**src/rtl/eepf_pkg.sv**
```systemverilog
// shared types, sizes and register codes for the eroded extreme point finder
// no dependencies; imported by every module of the block
package eepf_pkg;

    // frame limits and derived widths
    localparam int MAX_WIDTH  = 2048;
    localparam int MAX_HEIGHT = 2048;
    localparam int COL_W      = $clog2(MAX_WIDTH);
    localparam int ROW_W      = $clog2(MAX_HEIGHT);
    localparam int COORD_W    = 11;
    localparam int CFG_W      = 12;
    localparam int CFG_IDX_W  = 2;
    localparam int MIN_SIZE   = 3;

    // binarized level that marks a set pixel
    localparam logic [7:0] SET_LEVEL = 8'd255;

    // full 3x3 window
    localparam logic [8:0] WINDOW_FULL = 9'h1FF;

    // configuration register indexes
    localparam logic [CFG_IDX_W-1:0] REG_FRAME_WIDTH  = 2'd0;
    localparam logic [CFG_IDX_W-1:0] REG_FRAME_HEIGHT = 2'd1;

    // reset sizes
    localparam logic [CFG_W-1:0] RESET_WIDTH  = 12'd640;
    localparam logic [CFG_W-1:0] RESET_HEIGHT = 12'd480;

    // event queue between front and back
    localparam int QUEUE_DEPTH = 4;
    localparam int QUEUE_PTR_W = $clog2(QUEUE_DEPTH);
    localparam int QUEUE_CNT_W = $clog2(QUEUE_DEPTH + 1);

    // result packing: found plus eight coordinates, padded to whole bytes
    localparam int RESULT_BITS = 1 + 8 * COORD_W;
    localparam int RESULT_W    = ((RESULT_BITS + 7) / 8) * 8;

    // one classified pixel handed from front to back
    typedef struct packed {
        logic             pix;
        logic             cand;
        logic             last;
        logic [COL_W-1:0] col;
        logic [ROW_W-1:0] row;
    } eepf_event_t;

    // the four corners
    typedef struct packed {
        logic [COORD_W-1:0] left_y;
        logic [COORD_W-1:0] left_x;
        logic [COORD_W-1:0] bottom_y;
        logic [COORD_W-1:0] bottom_x;
        logic [COORD_W-1:0] right_y;
        logic [COORD_W-1:0] right_x;
        logic [COORD_W-1:0] top_y;
        logic [COORD_W-1:0] top_x;
    } eepf_corners_t;

    // last index of a row or frame from a written size, clamped to [3, limit]
    function automatic logic [CFG_W-1:0] size_last(input logic [CFG_W-1:0] v,
                                                   input logic [CFG_W-1:0] limit);
        logic [CFG_W-1:0] s;
        if (v < CFG_W'(MIN_SIZE))
            s = CFG_W'(MIN_SIZE);
        else if (v > limit)
            s = limit;
        else
            s = v;
        return s - CFG_W'(1);
    endfunction

endpackage

```
**src/rtl/eepf_back.sv**
```systemverilog
// back end: corner tracking and the per-frame result register
// depends on eepf_pkg; drains events from eepf_queue
module eepf_back
    import eepf_pkg::*;
(
    input  logic                clk,
    input  logic                rst_n,
    input  logic                q_empty,
    input  eepf_event_t         q_data,
    output logic                q_pop,
    output logic                m_tvalid,
    input  logic                m_tready,
    output logic [RESULT_W-1:0] m_tdata
);

    logic                seen_reg, seen_next;
    eepf_corners_t       corners_reg, corners_next;
    logic                out_valid_reg, out_valid_next;
    logic [RESULT_W-1:0] out_data_reg, out_data_next;

    logic                out_free;
    logic                upd_seen;
    eepf_corners_t       upd;
    logic [COORD_W-1:0]  ev_x, ev_y, cx, cy;

    assign out_free = !out_valid_reg || m_tready;
    assign q_pop    = !q_empty && (!q_data.last || out_free);

    assign ev_x = COORD_W'(q_data.col);
    assign ev_y = COORD_W'(q_data.row);
    // window centre sits one row up and one column left
    assign cx   = ev_x - COORD_W'(1);
    assign cy   = ev_y - COORD_W'(1);

    // corner update, then result load and frame clear on the last pixel
    always_comb
    begin
        upd_seen       = seen_reg;
        upd            = corners_reg;
        seen_next      = seen_reg;
        corners_next   = corners_reg;
        out_data_next  = out_data_reg;
        out_valid_next = out_valid_reg && !m_tready;
        if (q_pop)
        begin
            if (q_data.pix && !seen_reg)
            begin
                upd_seen     = 1'b1;
                upd.top_x    = ev_x;
                upd.top_y    = ev_y;
                upd.right_x  = ev_x;
                upd.right_y  = ev_y;
                upd.bottom_x = ev_x;
                upd.bottom_y = ev_y;
                upd.left_x   = ev_x;
                upd.left_y   = ev_y;
            end
            else if (q_data.cand)
            begin
                if (corners_reg.top_y > cy)
                begin
                    upd.top_x = cx;
                    upd.top_y = cy;
                end
                if (corners_reg.right_x < cx)
                begin
                    upd.right_x = cx;
                    upd.right_y = cy;
                end
                if (corners_reg.bottom_y < cy)
                begin
                    upd.bottom_x = cx;
                    upd.bottom_y = cy;
                end
                if (corners_reg.left_x > cx)
                begin
                    upd.left_x = cx;
                    upd.left_y = cy;
                end
            end
            seen_next    = upd_seen;
            corners_next = upd;
            if (q_data.last)
            begin
                out_valid_next = 1'b1;
                out_data_next  = RESULT_W'({upd, upd_seen});
                seen_next      = 1'b0;
                corners_next   = '0;
            end
        end
    end

    always_ff @(posedge clk or negedge rst_n)
    begin
        if (!rst_n)
        begin
            seen_reg      <= 1'b0;
            corners_reg   <= '0;
            out_valid_reg <= 1'b0;
        end
        else
        begin
            seen_reg      <= seen_next;
            corners_reg   <= corners_next;
            out_valid_reg <= out_valid_next;
        end
    end

    // result payload
    always_ff @(posedge clk)
    begin
        out_data_reg <= out_data_next;
    end

    assign m_tvalid = out_valid_reg;
    assign m_tdata  = out_data_reg;

endmodule

```
**config.mk**
```make
export PLATFORM = sky130hd
export DESIGN_NAME = eepf_back
export DESIGN_NICKNAME = d
export VERILOG_FILES = /design/src/rtl/eepf_pkg.sv /design/src/rtl/eepf_back.sv
export SDC_FILE = /design/constraint.sdc
export NUM_CORES = 1
export LEC_CHECK = 0
export ABC_AREA = 1
export ABC_CLOCK_PERIOD_IN_PS = 5100
export BUFFER_PORTS_ARGS = -buffer_cell sky130_fd_sc_hd__buf_2
export CELL_PAD_IN_SITES_DETAIL_PLACEMENT = 1
export CELL_PAD_IN_SITES_GLOBAL_PLACEMENT = 1
export CORE_ASPECT_RATIO = 0.8
export CORE_MARGIN = 4
export CORE_UTILIZATION = 47
export CTS_CLUSTER_SIZE = 24
export DETAILED_ROUTE_END_ITERATION = 16
export GPL_TIMING_DRIVEN = 1
export PLACE_DENSITY_LB_ADDON = 0.1
export SLEW_MARGIN = 20
export SYNTH_ARGS = -nofsm -noshare
export SYNTH_HDL_FRONTEND = slang
export SYNTH_SLANG_ARGS = --single-unit
```
**constraint.sdc**
```tcl
create_clock -name clk -period 5.1 [get_ports clk]
set_clock_uncertainty 0.2 [all_clocks]
set_input_delay 0.765 -clock clk [delete_from_list [all_inputs] [get_ports clk]]
set_output_delay 0.765 -clock clk [all_outputs]
set_load 0.02 [all_outputs]
```
==> qor.csv <==
stage,metric,value,unit
detailed_routing,DR vias,8913,
critical_path,reg2reg end,corners_reg[59],
cells_and_area,Sequential Area,4920,um^2
clocking,deepest clock path buffer count,2,
place,GPL Wtd Cong,0.880,
clocking,Post-CTS Setup Inserts,0,
detailed_routing,Post-Route WL,31800,um
critical_path,R2R Path Start,corners_reg[56],
cells_and_area,Multi-input gate area,4440,um^2
floorplanning,Rows,48,
worst_hold_path,type of the most critical hold path,in -> async,
sta,Final Hold Violating Endpoints,0,
detailed_routing,M1 wire length,15600,um
sta,crit path time final,3.87,ns
cells_and_area,Syn-to-layout area delta,13.4,%
detailed_routing,drt pass-1 iters,6,
status,status,completed,
detailed_routing,via density per instance,5.41,
synthesis,Yosys warning count,0,
clocking,CTS tree,built,
critical_path,Critical Path RT,5.07,ns
floorplanning,Core Region,21500,um^2
synthesis,Cells after Synth,1258,
power,final total power,4.06,mW
cells_and_area,share of layout cells above drive strength 1,21.1,%
flow_run,max_cap viols,0,
floorplanning,die area,24300,um^2
sta,Final Cycle Share,75.9,%
clocking,CTS sink count,179,
sta,setup TNS,0,ns
critical_path,crit path DAT,3.84,ns
synthesis,"Primary FF master, synth",dfrtp_1,
clocking,Num CTS Buffers,17,
synthesis,"area leader, netlist",edfxtp_1,
floorplanning,Boundary Pins,127,
detailed_routing,# DRC,0,
synthesis,Synth area leaders,"edfxtp_1 (26%), dfrtp_1 (22%), nand2_1 (18%)",
detailed_routing,WL met3,2070,um
power,pwr dens,349,nW/um^2
critical_path,critical path peak fanout,12,
global_routing,vias in the first global route,9011,
detailed_routing,Detail Route Antenna Nets,0,
floorplanning,die height,140,um
synthesis,"flops & latches, synth",179,
detailed_routing,Max Used Layer,met4,
detailed_routing,1st-iter DRT viols,698,
floorplanning,Initial Utilization,47.7,%
sta,Slew Limit Headroom,28.8,%
clocking,clk_lat worst skew,0.44,ns
critical_path,r2r setup slk,2.32,ns
power,Peak VDD IR,0.232,mV
synthesis,Synth cell types,37,
critical_path,Worst setup EP type,register,
detailed_routing,WL met2,13800,um
sta,RSZ-0062 raised after global routing,no,
global_routing,initial antenna violation count,0,
critical_path,Critical Setup Path Class,in -> reg,
critical_path,FF-to-FF path depth,16,
sta,fmax,0.258,GHz
sta,final-report setup violation count,0,
sta,actual slew at the worst max-slew pin,1.07,ns
floorplanning,Die W,173,um
clocking,post-CTS sizing,0,
place,port bufs,119,
global_routing,Total Routing Usage GR,26.8,%
cells_and_area,Fill cells,2665,
detailed_routing,Wirelength per Cell,19.3,um
synthesis,register area share after synthesis,48.0,%
clocking,Clock H-tree levels,4,
global_routing,first-pass GRT wire length,51600,um
synthesis,"Async S/R FF share, synth",50.3,%
cells_and_area,max FFs per register,89,
global_routing,total gr overflow,0,
global_routing,largest net degree at the start of global routing,88,
synthesis,number of flops mapped to enable cells by yosys,89,
clocking,CTS root buf,clkbuf_16,
clocking,cts hold-fix bufs,0,
cells_and_area,Nets,1422,
sta,max-slew violation count,0,
place,dpl hpwl,21900,um
synthesis,area share of the largest cell type after synthesis,26.0,%
power,Leak,6.01,nW
cells_and_area,Antenna diodes,0,
synthesis,Mapped Area,10300,um^2
synthesis,Mean Syn Cell Area,8.16,um^2
critical_path,startpoint types,input port,
clocking,Worst-path clk slew,0.08,ns
synth_stat cells (2+ instances only):
| cell type | count |
|---|---|
| clkbuf_1 | 19 |
| nand2_2 | 60 |
| nand4_1 | 47 |
| ha_1 | 32 |
| buf_6 | 12 |
| nand3_4 | 2 |
| o21ai_1 | 4 |
| buf_4 | 11 |
| nor2_4 | 6 |
| inv_2 | 7 |
| edfxtp_1 | 89 |
| buf_2 | 15 |
| nor2_2 | 9 |
| xor2_1 | 3 |
| nand2_1 | 487 |
| nor2_1 | 21 |
| nor3_1 | 3 |
| o21ai_2 | 2 |
| nand3b_1 | 2 |
| nand3_1 | 146 |
| xnor2_1 | 5 |
| o21ai_0 | 6 |
| a21oi_1 | 12 |
| dfrtp_1 | 90 |
| buf_12 | 2 |
| buf_1 | 5 |
| nand3_2 | 23 |
| inv_1 | 129 |
worst max-delay path, stage by stage:
cell,delay (ns)
buf_2,0.20
inv_2,0.12
ha_1,0.25
nand2_1,0.10
nor2_2,0.05
nand3_1,0.14
nor2_1,0.08
xnor2_1,0.54
ha_1,0.38
a21oi_1,0.19
a21boi_1,0.22
nand2_2,0.08
nand3_2,0.20
buf_4,0.26
nand2_1,0.09
nand3_1,0.07
nand2_1,0.10
cell families (layout without fill, tap and decap cells):
group	count (synthesis)	in the layout	synth area share, %
xor gates and xnor gates	8	8	0.683
AOI/OAI and AO/OA	30	30	1.79
and+or+nand+nor	807	807	36.4
DFF	179	179	48.0
buffers and inverters	201	311	9.17
adders and majority gates	32	32	3.90
other	1	7	0.0365
per-stage QoR:
step	cell area, um^2	worst slack (ns)	std cells	hold WS, ns	util [%]
finish	11600	1.23	1649	0.209	54.1
global route	11600	1.06	1649	0.258	54.1
CTS	11600	1.26	1649	0.235	54.1
detailed placement	11000	0.897	1617	0.266	51.3
global placement	11000	1.00	1617	0.262	51.3
floorplan	10300	1.21	1264	0.249	-
layout make-up:
cell class,count,area share [%]
multi-input combinational,884,38.1
tap,275,2.96
clock inverter,15,1.62
inverter,136,4.40
timing repair buffer,143,6.90
clock buffer,17,3.66
sequential,179,42.3
power breakdown:
group / switching, mW / total (mW) / internal (mW)
Combinational: 0.649 / 0.924 / 0.275
Sequential: 0.0779 / 1.76 / 1.68
Clock: 0.672 / 1.38 / 0.709
Total: 1.40 / 4.06 / 2.67
per-layer routing:
| metal | track usage, % | up-vias |
|---|---|---|
| met3 | 4.83 | 27 |
| li1 | - | 4243 |
| met4 | 5.00 | 0 |
| met1 | 41.7 | 4353 |
| met5 | 0 | - |
| met2 | 39.7 | 290 |
cells in the final DEF (no fill, tap or decap), drive strengths merged:
| cell | instances |
|---|---|
| o22ai | 1 |
| clkbuf | 17 |
| xnor2 | 5 |
| edfxtp | 89 |
| a21oi | 13 |
| xor2 | 3 |
| nand2 | 548 |
| dfrtp | 90 |
| nand4 | 47 |
| nor2 | 36 |
| a21boi | 2 |
| conb | 7 |
| ha | 32 |
| bufinv | 1 |
| nand3 | 171 |
| o21ai | 12 |
| nand3b | 2 |
| buf | 143 |
| clkinv | 8 |
| o21a | 1 |
| o21bai | 1 |
| nor3 | 3 |
| inv | 142 |
worst max path at each step:
stage                     startpoint              to  slack [ns]
final                      q_data[0]      m_tdata[2]        1.23
after floorplan             m_tready      m_tdata[0]        1.21
after CTS                  q_data[0]      m_tdata[2]        1.26
after global placement     q_data[0]      m_tdata[6]        1.00
after detailed placement   q_data[0]      m_tdata[3]        0.90
after global routing       q_data[0]  corners_reg[0]        1.06
(Power assumes the default switching activity.)
