### src/rtl/eepf_pkg.sv
// shared types, sizes and register codes for the eroded extreme point finder
// no dependencies; imported by every module of the block
package eepf_pkg;

    // frame limits and derived widths
    localparam int MAX_WIDTH  = 2048;
    localparam int MAX_HEIGHT = 2048;
    localparam int COL_W      = $clog2(MAX_WIDTH);
    localparam int ROW_W      = $clog2(MAX_HEIGHT);
    localparam int COORD_W    = 11;
    localparam int CFG_W      = 12;
    localparam int CFG_IDX_W  = 2;
    localparam int MIN_SIZE   = 3;

    // binarized level that marks a set pixel
    localparam logic [7:0] SET_LEVEL = 8'd255;

    // full 3x3 window
    localparam logic [8:0] WINDOW_FULL = 9'h1FF;

    // configuration register indexes
    localparam logic [CFG_IDX_W-1:0] REG_FRAME_WIDTH  = 2'd0;
    localparam logic [CFG_IDX_W-1:0] REG_FRAME_HEIGHT = 2'd1;

    // reset sizes
    localparam logic [CFG_W-1:0] RESET_WIDTH  = 12'd640;
    localparam logic [CFG_W-1:0] RESET_HEIGHT = 12'd480;

    // event queue between front and back
    localparam int QUEUE_DEPTH = 4;
    localparam int QUEUE_PTR_W = $clog2(QUEUE_DEPTH);
    localparam int QUEUE_CNT_W = $clog2(QUEUE_DEPTH + 1);

    // result packing: found plus eight coordinates, padded to whole bytes
    localparam int RESULT_BITS = 1 + 8 * COORD_W;
    localparam int RESULT_W    = ((RESULT_BITS + 7) / 8) * 8;

    // one classified pixel handed from front to back
    typedef struct packed {
        logic             pix;
        logic             cand;
        logic             last;
        logic [COL_W-1:0] col;
        logic [ROW_W-1:0] row;
    } eepf_event_t;

    // the four corners
    typedef struct packed {
        logic [COORD_W-1:0] left_y;
        logic [COORD_W-1:0] left_x;
        logic [COORD_W-1:0] bottom_y;
        logic [COORD_W-1:0] bottom_x;
        logic [COORD_W-1:0] right_y;
        logic [COORD_W-1:0] right_x;
        logic [COORD_W-1:0] top_y;
        logic [COORD_W-1:0] top_x;
    } eepf_corners_t;

    // last index of a row or frame from a written size, clamped to [3, limit]
    function automatic logic [CFG_W-1:0] size_last(input logic [CFG_W-1:0] v,
                                                   input logic [CFG_W-1:0] limit);
        logic [CFG_W-1:0] s;
        if (v < CFG_W'(MIN_SIZE))
            s = CFG_W'(MIN_SIZE);
        else if (v > limit)
            s = limit;
        else
            s = v;
        return s - CFG_W'(1);
    endfunction

endpackage

### src/rtl/eepf_queue.sv
// short event queue between the front and back ends
// depends on eepf_pkg for the event type and depth
module eepf_queue
    import eepf_pkg::*;
(
    input  logic        clk,
    input  logic        rst_n,
    input  logic        push,
    input  eepf_event_t push_data,
    input  logic        pop,
    output eepf_event_t pop_data,
    output logic        full,
    output logic        empty
);

    eepf_event_t            slot_reg [QUEUE_DEPTH];
    logic [QUEUE_PTR_W-1:0] wr_ptr_reg, wr_ptr_next;
    logic [QUEUE_PTR_W-1:0] rd_ptr_reg, rd_ptr_next;
    logic [QUEUE_CNT_W-1:0] count_reg, count_next;

    assign full     = (count_reg == QUEUE_CNT_W'(QUEUE_DEPTH));
    assign empty    = (count_reg == '0);
    assign pop_data = slot_reg[rd_ptr_reg];

    // pointer and fill bookkeeping
    always_comb
    begin
        wr_ptr_next = push ? wr_ptr_reg + QUEUE_PTR_W'(1) : wr_ptr_reg;
        rd_ptr_next = pop  ? rd_ptr_reg + QUEUE_PTR_W'(1) : rd_ptr_reg;
        count_next  = count_reg;
        if (push && !pop)
            count_next = count_reg + QUEUE_CNT_W'(1);
        else if (pop && !push)
            count_next = count_reg - QUEUE_CNT_W'(1);
    end

    always_ff @(posedge clk or negedge rst_n)
    begin
        if (!rst_n)
        begin
            wr_ptr_reg <= '0;
            rd_ptr_reg <= '0;
            count_reg  <= '0;
        end
        else
        begin
            wr_ptr_reg <= wr_ptr_next;
            rd_ptr_reg <= rd_ptr_next;
            count_reg  <= count_next;
        end
    end

    // storage
    always_ff @(posedge clk)
    begin
        if (push)
            slot_reg[wr_ptr_reg] <= push_data;
    end

endmodule

### config.mk
export PLATFORM = sky130hd
export DESIGN_NAME = eepf_queue
export DESIGN_NICKNAME = d
export VERILOG_FILES = /design/src/rtl/eepf_pkg.sv /design/src/rtl/eepf_queue.sv
export SDC_FILE = /design/constraint.sdc
export NUM_CORES = 1
export LEC_CHECK = 0
export ABC_AREA = 1
export BUFFER_PORTS_ARGS = -buffer_cell sky130_fd_sc_hd__buf_2
export CAP_MARGIN = 30
export CORE_MARGIN = 4
export CORE_UTILIZATION = 42
export DETAILED_ROUTE_END_ITERATION = 8
export PLACE_DENSITY = 0.57
export SLEW_MARGIN = 30
export SYNTH_ARGS = -nofsm -noshare
export SYNTH_HDL_FRONTEND = slang
export SYNTH_SLANG_ARGS = --single-unit
### constraint.sdc
create_clock -name clk -period 3.7 [get_ports clk]
set_input_delay 0.555 -clock clk [delete_from_list [all_inputs] [get_ports clk]]
set_output_delay 0.555 -clock clk [all_outputs]
set_load 0.03 [all_outputs]
==> reports/summary.txt, run 1 <==
status = complete, no violations
crit share post-route = 65.37%
TritonCTS clock tree = built
Crit path largest cell delay = 0.71 ns
yosys warns = 0
Max FO, Critical Path = 14
largest net degree at the start of global routing = 103
Lkg Pwr = 2.057 nW
Initial DRC Count = 84
Clock Root Buffer = clkbuf_8
Syn Area/Cell = 12.89 µm²
post-synthesis cell count = 339
gpl congestion = 0.6772
Syn Std Cell Area = 4370 µm²
post-CTS sizing = 0
Final Core Density = 50.06%
GRT Util Overall = 13.62%
Mapped Nets = 374
Die W = 110.0 µm
Worst Path Buf+Inv = 2
Sink Count = 107
post-route insts no fill = 534
dpl cells = 515
CP delay by family, top = flip-flops
CP arrival = 1.86 ns
critical path endpoint category = output port
starting density of the core = 43.90%
H-tree depth = 3
Slew Viols, Final = 0
routed len/inst = 14.08 µm
commonest non-fill, non-tap cell in the layout = edfxtp_1
Hold Fails Final Rpt = 0
vias per cell = 4.706
DRC Markers = 0
design area = 4984 µm²
Final #Nets = 430
Final min period = 2.419 ns
Slew HR = 62.08%
worst path cell trace = buf_4, o211ai_1, nand2_1, buf_2
FF-to-FF Start = wr_ptr_reg[1]
hold_ws = 0.4073 ns
kind of critical path = reg -> out
area of the multi-input gates = 849.6 µm²
total CTS buffers = 9
Seq/Total Area, Yosys = 72.72%
Seq cells post-synth = 107
unique cell type count in the Yosys netlist = 18
reg2reg setup slack = 2.02 ns
Crit-path slowest cell = dfrtp_1
CP Launch Type = register
initial antenna violation count = 1
leading area contributor after synthesis = edfxtp_1
total area of sequential cells = 3182 µm²
commonest non-fill, non-tap cells in the layout = edfxtp_1, nand2_1, inv_1, buf_2, o211ai_1
Tightest Pin Transition = 0.5688 ns
worst min-delay path category = in -> reg
# IOs = 56
Synth top area share = 68.71%
Final ANT Viol Nets = 0
fmax = 413.5 MHz
layout cell share with drive strength beyond 1 = 19.75%
setup violators final = 0
final global-route overflow total = 0
CP Data Required Time = 3.14 ns
DIE HEIGHT = 110.0 µm
HPWL Detailed = 4540 µm
Die ar. = 12100 µm²
hold depth = 1
VDD IR-drop max = 0.0003554 V
Clock Latency Late Sink = 0.35 ns
PwrDens = 811.3 nW/µm²
# port buffers = 55
Via Count = 2513
Clock Path Buffers = 2
Final Skew = 0.007517 ns
Area after DPL = 4746 µm²
hold endpoint = slot_reg[0][16]
Worst-path clk slew = 0.11 ns
first-pass GRT wire length = 12350 µm
synth top area cells = edfxtp_1, o211ai_1, nand2_1, inv_1, dfrtp_1
Hold Crit Start = push_data[16]
Largest register FFs = 100
r2r worst-path depth = 5
reg2reg end = slot_reg[1][4]
CORE AREA = 9955 µm²
max_cap viols = 0
area added between synthesis and finish = 14.03%
Rows = 36
Fin Setup TNS = 0 ns
fillers = 910
1st-pass router iterations = 4
final WL = 7521 µm
RSZ-0062 raised after global routing = no
vias in the first global route = 2465
final cells by class:
| type | instances | share of cell area (%) |
|---|---|---|
| Antenna cell | 1 | 0.05021 |
| Clock buffer | 9 | 2.486 |
| Clock inverter | 7 | 1.632 |
| Inverter | 62 | 4.720 |
| Multi-Input combinational cell | 153 | 17.05 |
| Sequential cell | 107 | 63.85 |
| Tap cell | 133 | 3.339 |
| Timing Repair Buffer | 62 | 6.879 |
synth_stat cells:
cell / instances
o211ai_1: 50
xnor2_1: 1
inv_1: 61
dfrtp_1: 7
edfxtp_1: 100
xor2_1: 3
buf_4: 7
nor3_1: 2
nand3_1: 1
clkbuf_1: 1
buf_2: 8
fa_1: 1
nand2_1: 88
inv_4: 1
nand4_1: 1
o21ai_1: 1
ha_1: 5
buf_6: 1
worst max-delay path by stage:
stage / startpoint / to / slack (ns) / cells after the start
CTS: rd_ptr_reg[0] / pop_data[4] / 1.13 / 4
finish: rd_ptr_reg[1] / pop_data[4] / 1.28 / 4
global placement: rd_ptr_reg[0] / pop_data[23] / 1.57 / 3
detailed placement: rd_ptr_reg[0] / pop_data[4] / 1.54 / 4
floorplan: push / slot_reg[1][0] / 1.98 / 3
global route: rd_ptr_reg[1] / pop_data[23] / 1.11 / 4
metal layers:
layer  track usage (%)  wire (µm)
met2             21.75       3635
met4             6.055        142
met5                 0          0
met1             18.03       3423
met3             2.796        320
through the flow:
stage / power (mW) / setup slack [ns]
floorplan: 2.943 / 1.978
global placement: 3.336 / 1.571
detailed placement: 3.362 / 1.542
CTS: 4.089 / 1.127
global route: 4.335 / 1.106
finish: 4.043 / 1.281
worst register-to-register path, stage by stage, from the launching register on:
cell	delay, ns
dfrtp_1	0.41
inv_1	0.11
ha_1	0.15
nand2_1	0.05
inv_1	0.24
buf_4	0.39
logic make-up after synthesis:
logic type / synth area share (%)
xor+xnor: 0.8017
compound gates: 8.703
flops: 72.72
simple gates: 8.045
buf+inv: 7.844
fa+ha+maj: 1.890
repair_timing:
item                                   CTS  global route
buffers inserted                         0             0
endpoints found under the hold margin    1             0
hold buffers                             1             0
report_power, final:
| group | internal (mW) | switching [mW] | total (mW) |
|---|---|---|---|
| clock | 0.324 | 0.401 | 0.725 |
| sequential | 1.59 | 0.159 | 1.75 |
| combinational | 0.464 | 1.10 | 1.57 |
| total | 2.38 | 1.66 | 4.04 |
Note: power is estimated with default switching activity, not from simulation.
==> run 2, diff against run 1 <==
Settings changed: PLACE_DENSITY 0.57 to 0.59.
Clock period 3.7 ns to 2.2 ns, I/O delays scaled along.
==> run 2 against run 1 <==
Critical path depth unchanged. Flip-flop and latch count is the same. Combinational power increased by 78%. Via count increased by 0.72%. Register-to-register slack lost 1.2 ns. Cell area is 0.98% higher. Power grew 70%. Sequential share of layout area down 0.62 points. Cell count rose by 0.94%. Clock power up 63%. Non-clock buffer count rose by 6. Critical endpoint is now pop_data[12].
==> reports/summary.txt, run 2 (synthesized netlist as in run 1, its figures left out) <==
Crit-path slowest cell = dfrtp_4 (was dfrtp_1)
total CTS buffers = 9 (unchanged)
Final ANT Viol Nets = 0 (unchanged)
CP Data Required Time = 1.87 ns (was 3.14 ns)
# diodes = 0 (was 1)
Tightest Pin Transition = 0.3288 ns (was 0.5688 ns)
layout cell share with drive strength beyond 1 = 20.69% (was 19.75%)
Slew Viols, Final = 0 (unchanged)
setup violators final = 0 (unchanged)
cts hold-fix bufs = 1 (unchanged)
CORE AREA = 9955 µm² (unchanged)
Clock Latency Late Sink = 0.36 ns (was 0.35 ns)
initial antenna violation count = 0 (was 1)
GRT Util Overall = 13.42% (was 13.62%)
CP arrival = 1.68 ns (was 1.86 ns)
Worst-path clk slew = 0.10 ns (was 0.11 ns)
vias per cell = 4.696 (was 4.706)
Int Pwr = 4.073 mW (was 2.380 mW)
Via Count = 2531 (was 2513)
Die ar. = 12100 µm² (unchanged)
DIE HEIGHT = 110.0 µm (unchanged)
Rows = 36 (unchanged)
area added between synthesis and finish = 15.14% (was 14.03%)
Final #Nets = 436 (was 430)
H-tree depth = 3 (unchanged)
post-CTS sizing = 0 (unchanged)
Final Skew = 0.009794 ns (was 0.007517 ns)
Clock Path Buffers = 2 (unchanged)
starting density of the core = 43.90% (unchanged)
Die W = 110.0 µm (unchanged)
Lkg Pwr = 2.091 nW (was 2.057 nW)
gpl congestion = 0.7393 (was 0.6772)
fmax = 496.6 MHz
max_cap viols = 0 (unchanged)
commonest non-fill, non-tap cell in the layout = edfxtp_1 (unchanged)
crit share post-route = 91.54%
vias in the first global route = 2388 (was 2465)
Slew HR = 78.08% (was 62.08%)
1st-pass router iterations = 4 (unchanged)
# port buffers = 55 (unchanged)
TritonCTS clock tree = built (unchanged)
Clock Root Buffer = clkbuf_8 (unchanged)
RSZ-0062 raised after global routing = no (unchanged)
Initial DRC Count = 110 (was 84)
final global-route overflow total = 0 (unchanged)
routed len/inst = 14.22 µm (was 14.08 µm)
Max FO, Critical Path = 32 (was 14)
worst min-delay path category = in -> reg (unchanged)
Largest register FFs = 100 (unchanged)
largest net degree at the start of global routing = 46 (was 103)
status = complete, no violations (unchanged)
Fin Setup TNS = 0 ns (unchanged)
Hold Fails Final Rpt = 0 (unchanged)
Sink Count = 107 (unchanged)
# IOs = 56 (unchanged)
Logic pwr share = 40.7% (was 38.8%)
CP Launch Type = register (unchanged)
PwrDens = 1365 nW/µm² (was 811.3 nW/µm²)
VDD IR-drop max = 0.0007288 V (was 0.0003554 V)
critical path endpoint category = output port (unchanged)
Net Sw Power = 2.796 mW (was 1.663 mW)
HPWL Detailed = 4953 µm (was 4540 µm)
first-pass GRT wire length = 12010 µm (was 12350 µm)
Net Sw Frac = 40.70% (was 41.14%)
DRC Markers = 0 (unchanged)
final WL = 7666 µm (was 7521 µm)
Final min period = 2.014 ns
CP delay by family, top = flip-flops (unchanged)
Reg power frac = 42.0% (was 43.3%)
kind of critical path = reg -> out (unchanged)
Worst Path Buf+Inv = 2 (unchanged)
worst path cell trace = buf_12, o211ai_1, nand2_1, buf_2 (was buf_4, o211ai_1, nand2_1, buf_2)
Pwr Total = 6.869 mW (was 4.043 mW)
commonest non-fill, non-tap cells in the layout = edfxtp_1, nand2_1, inv_1, buf_2, o211ai_1 (unchanged)
Post CTS Setup Buffer Count = 0 (unchanged)
Crit path largest cell delay = 0.62 ns (was 0.71 ns)
Clk pwr share = 17.3% (was 17.9%)
-- run 2: changes by cell type in the layout (fill, tap and decap cells not counted) --
| cell | previous run | this run |
|---|---|---|
| diode_2 | 1 | 0 |
| inv_6 | 4 | 2 |
| buf_12 | 1 | 2 |
| buf_4 | 5 | 10 |
| inv_8 | 0 | 1 |
| clkinv_4 | 1 | 0 |
| clkinv_2 | 0 | 1 |
| clkbuf_1 | 0 | 1 |
-- run 2: layout make-up --
| cell class | instances | area (µm²) |
|---|---|---|
| clock inverters | 6 | 71.32 |
| inverters | 62 | 235.2 |
| repair buffers | 68 | 400.4 |
| flip-flops and latches | 107 | 3182 |
| fillers | 852 | 4922 |
| well taps | 133 | 166.4 |
| multi-input cells | 153 | 849.6 |
| clock buffers | 10 | 127.6 |
-- run 2: worst register-to-register path: cells and delay by family, from the launching register on --
family	cells	cell delay [ns]
adder cells (fa/ha/maj)	1	0.14
buffers and inverters	3	0.45
flip-flops	1	0.43
AND/OR/NAND/NOR	1	0.05
-- run 2: worst paths after layout --
check | startpoint | endpoint | slack (ns) | cells after the start
max reg2reg | wr_ptr_reg[0] | slot_reg[2][1] | 0.82 | 5
min reg2reg | count_reg[2] | count_reg[2] | 0.52 | 2
min in group asynchronous | rst_n | rd_ptr_reg[0] | 0.32 | 2
max | rd_ptr_reg[0] | pop_data[12] | 0.19 | 4
min | push_data[3] | slot_reg[3][3] | 0.18 | 1
max in group asynchronous | rst_n | rd_ptr_reg[0] | 1.70 | 2
-- run 2: routing by layer --
layer,track usage [%],vias up,routed length (µm)
li1,-,1277,-
met5,0,-,0
met3,3.902,8,381
met2,22.66,47,3718
met4,4.274,0,80
met1,16.63,1199,3486
-- run 2: power groups by stage --
| stage | Clock [mW] | Combinational, mW | Sequential (mW) |
|---|---|---|---|
| floorplan | 0 | 2.13 | 2.82 |
| CTS | 1.23 | 2.87 | 2.89 |
| detailed placement | 0 | 2.86 | 2.93 |
| finish | 1.18 | 2.80 | 2.89 |
| global route | 1.31 | 3.08 | 2.93 |
| global placement | 0 | 2.83 | 2.92 |
-- run 2: stage by stage --
stage                     setup WS [ns]  hold slack (ns)  std cells  utilization (%)  area (µm²)
after floorplan                  0.6497          0.03441        339                -        4370
after global placement           0.5848           0.1754        522            48.45        4823
after detailed placement         0.5713           0.1759        522            48.45        4823
after CTS                        0.1606           0.1610        539            50.55        5032
after global routing            0.04642           0.1634        539            50.55        5032
final                            0.1861           0.1832        539            50.55        5032
==> run 3, diff against run 2 <==
Settings changed: CAP_MARGIN 30 to 20, PLACE_DENSITY 0.59 to 0.64, SLEW_MARGIN 30 to 40.
==> run 3 against run 2 <==
Combinational power barely moved. Critical path depth did not move. Clock skew down 0.0023 ns. Critical path type unchanged. Flip-flop and latch count unchanged. Via count unchanged.
==> reports/summary.txt, run 3 (synthesized netlist as in run 1, its figures left out) <==
CP Launch Type = register (unchanged)
worst min-delay path category = in -> reg (unchanged)
Slew Viols, Final = 0 (unchanged)
Rows = 36 (unchanged)
layout cell share with drive strength beyond 1 = 20.44% (was 20.69%)
# IOs = 56 (unchanged)
fillers = 868 (was 852)
Largest register FFs = 100 (unchanged)
starting density of the core = 43.90% (unchanged)
area of the multi-input gates = 849.6 µm² (unchanged)
critical path endpoint category = output port (unchanged)
Final Core Density = 50.34% (was 50.55%)
Final Skew = 0.007492 ns (was 0.009794 ns)
Final min period = 2.013 ns (was 2.014 ns)
crit share post-route = 91.51% (was 91.54%)
vias in the first global route = 2369 (was 2388)
CP arrival = 1.68 ns (about the same)
commonest non-fill, non-tap cells in the layout = edfxtp_1, nand2_1, inv_1, buf_2, o211ai_1 (unchanged)
H-tree depth = 3 (unchanged)
final global-route overflow total = 0 (unchanged)
Lkg Pwr = 2.081 nW (was 2.091 nW)
initial antenna violation count = 0 (unchanged)
Clock Path Buffers = 2 (unchanged)
fmax = 496.7 MHz (was 496.6 MHz)
Sink Count = 107 (unchanged)
1st-pass router iterations = 4 (unchanged)
# port buffers = 55 (unchanged)
RSZ-0062 raised after global routing = no (unchanged)
post-CTS sizing = 0 (unchanged)
pre-CTS setup slack = 0.5610 ns (was 0.5713 ns)
commonest non-fill, non-tap cell in the layout = edfxtp_1 (unchanged)
Final ANT Viol Nets = 0 (unchanged)
Final #Nets = 437 (was 436)
area added between synthesis and finish = 14.66% (was 15.14%)
first-pass GRT wire length = 12020 µm (was 12010 µm)
DRC Markers = 0 (unchanged)
routed len/inst = 14.39 µm (was 14.22 µm)
Fin Setup TNS = 0 ns (unchanged)
Clock Latency Late Sink = 0.35 ns (was 0.36 ns)
Worst-path clk slew = 0.09 ns (was 0.10 ns)
total area of sequential cells = 3182 µm² (unchanged)
HPWL Detailed = 5037 µm (was 4953 µm)
CP Data Required Time = 1.87 ns (about the same)
VDD IR-drop max = 0.0006983 V (was 0.0007288 V)
Max FO, Critical Path = 31 (was 32)
# diodes = 0 (unchanged)
vias per cell = 4.696 (unchanged)
Via Count = 2531 (unchanged)
Slew HR = 79.50% (was 78.08%)
DIE HEIGHT = 110.0 µm (unchanged)
largest net degree at the start of global routing = 35 (was 46)
TritonCTS clock tree = built (unchanged)
final WL = 7757 µm (was 7666 µm)
Tightest Pin Transition = 0.3075 ns (was 0.3288 ns)
total CTS buffers = 9 (unchanged)
max_cap viols = 0 (unchanged)
gpl congestion = 0.7190 (was 0.7393)
status = complete, no violations (unchanged)
kind of critical path = reg -> out (unchanged)
PwrDens = 1358 nW/µm² (was 1365 nW/µm²)
Die W = 110.0 µm (unchanged)
hold_ws = 0.1823 ns (was 0.1832 ns)
Initial DRC Count = 123 (was 110)
GRT Util Overall = 13.46% (was 13.42%)
Hold Fails Final Rpt = 0 (unchanged)
CORE AREA = 9955 µm² (unchanged)
setup slack after layout = 0.1868 ns (was 0.1861 ns)
Clock Root Buffer = clkbuf_8 (unchanged)
Die ar. = 12100 µm² (unchanged)
setup violators final = 0 (unchanged)
[run 3: cell types whose count changed in the layout (fill, tap and decap cells not counted)]
cell / previous run / this run
buf_4: 10 / 12
buf_12: 2 / 1
clkbuf_1: 1 / 2
inv_6: 2 / 1
inv_8: 1 / 0
[run 3: worst paths after layout]
path | start | to | slack, ns | depth (start not counted)
hold / removal | push_data[3] | slot_reg[0][3] | 0.18 | 1
max in group asynchronous | rst_n | rd_ptr_reg[0] | 1.68 | 2
setup reg to reg | wr_ptr_reg[0] | slot_reg[2][14] | 0.82 | 5
setup / recovery | rd_ptr_reg[0] | pop_data[17] | 0.19 | 4
hold reg to reg | count_reg[2] | count_reg[2] | 0.54 | 2
min in group asynchronous | rst_n | rd_ptr_reg[0] | 0.34 | 2
[run 3: critical path: stages, from the launching register on]
cell      delay (ns)
dfrtp_4         0.58
buf_4           0.26
o211ai_1        0.21
nand2_1         0.09
buf_2           0.18
[run 3: cell type report]
class	instances	share of cell area [%]
Sequential cell	107	63.50
Multi-Input combinational cell	153	16.95
Timing Repair Buffer	69	7.890
Inverter	62	4.694
Tap cell	133	3.321
Clock buffer	11	2.622
Clock inverter	4	1.024
[run 3: metrics by stage]
stage               cell area [µm²]  power, mW  std cells
finish                         5011      6.804        539
global route                   5011      7.257        539
CTS                            5011      6.895        539
detailed placement             4818      5.776        523
global placement               4818      5.722        523
floorplan                      4370      4.949        339
[run 3: where the power goes]
group          switching, mW  internal [mW]  total [mW]
clock                  0.606          0.524        1.13
sequential             0.176           2.68        2.85
combinational           1.98          0.841        2.82
total                   2.76           4.04        6.80
[run 3: metal layers]
layer	GRT usage [%]	wire length [µm]
met5	0	0
met4	5.254	140
met3	3.203	349
met2	22.96	3765
met1	16.53	3501
[run 3: repair_timing]
action                    in CTS  in global routing
hold buffers                   1                  0
setup buffers                  0                  0
hold endpoints to repair       7                  0
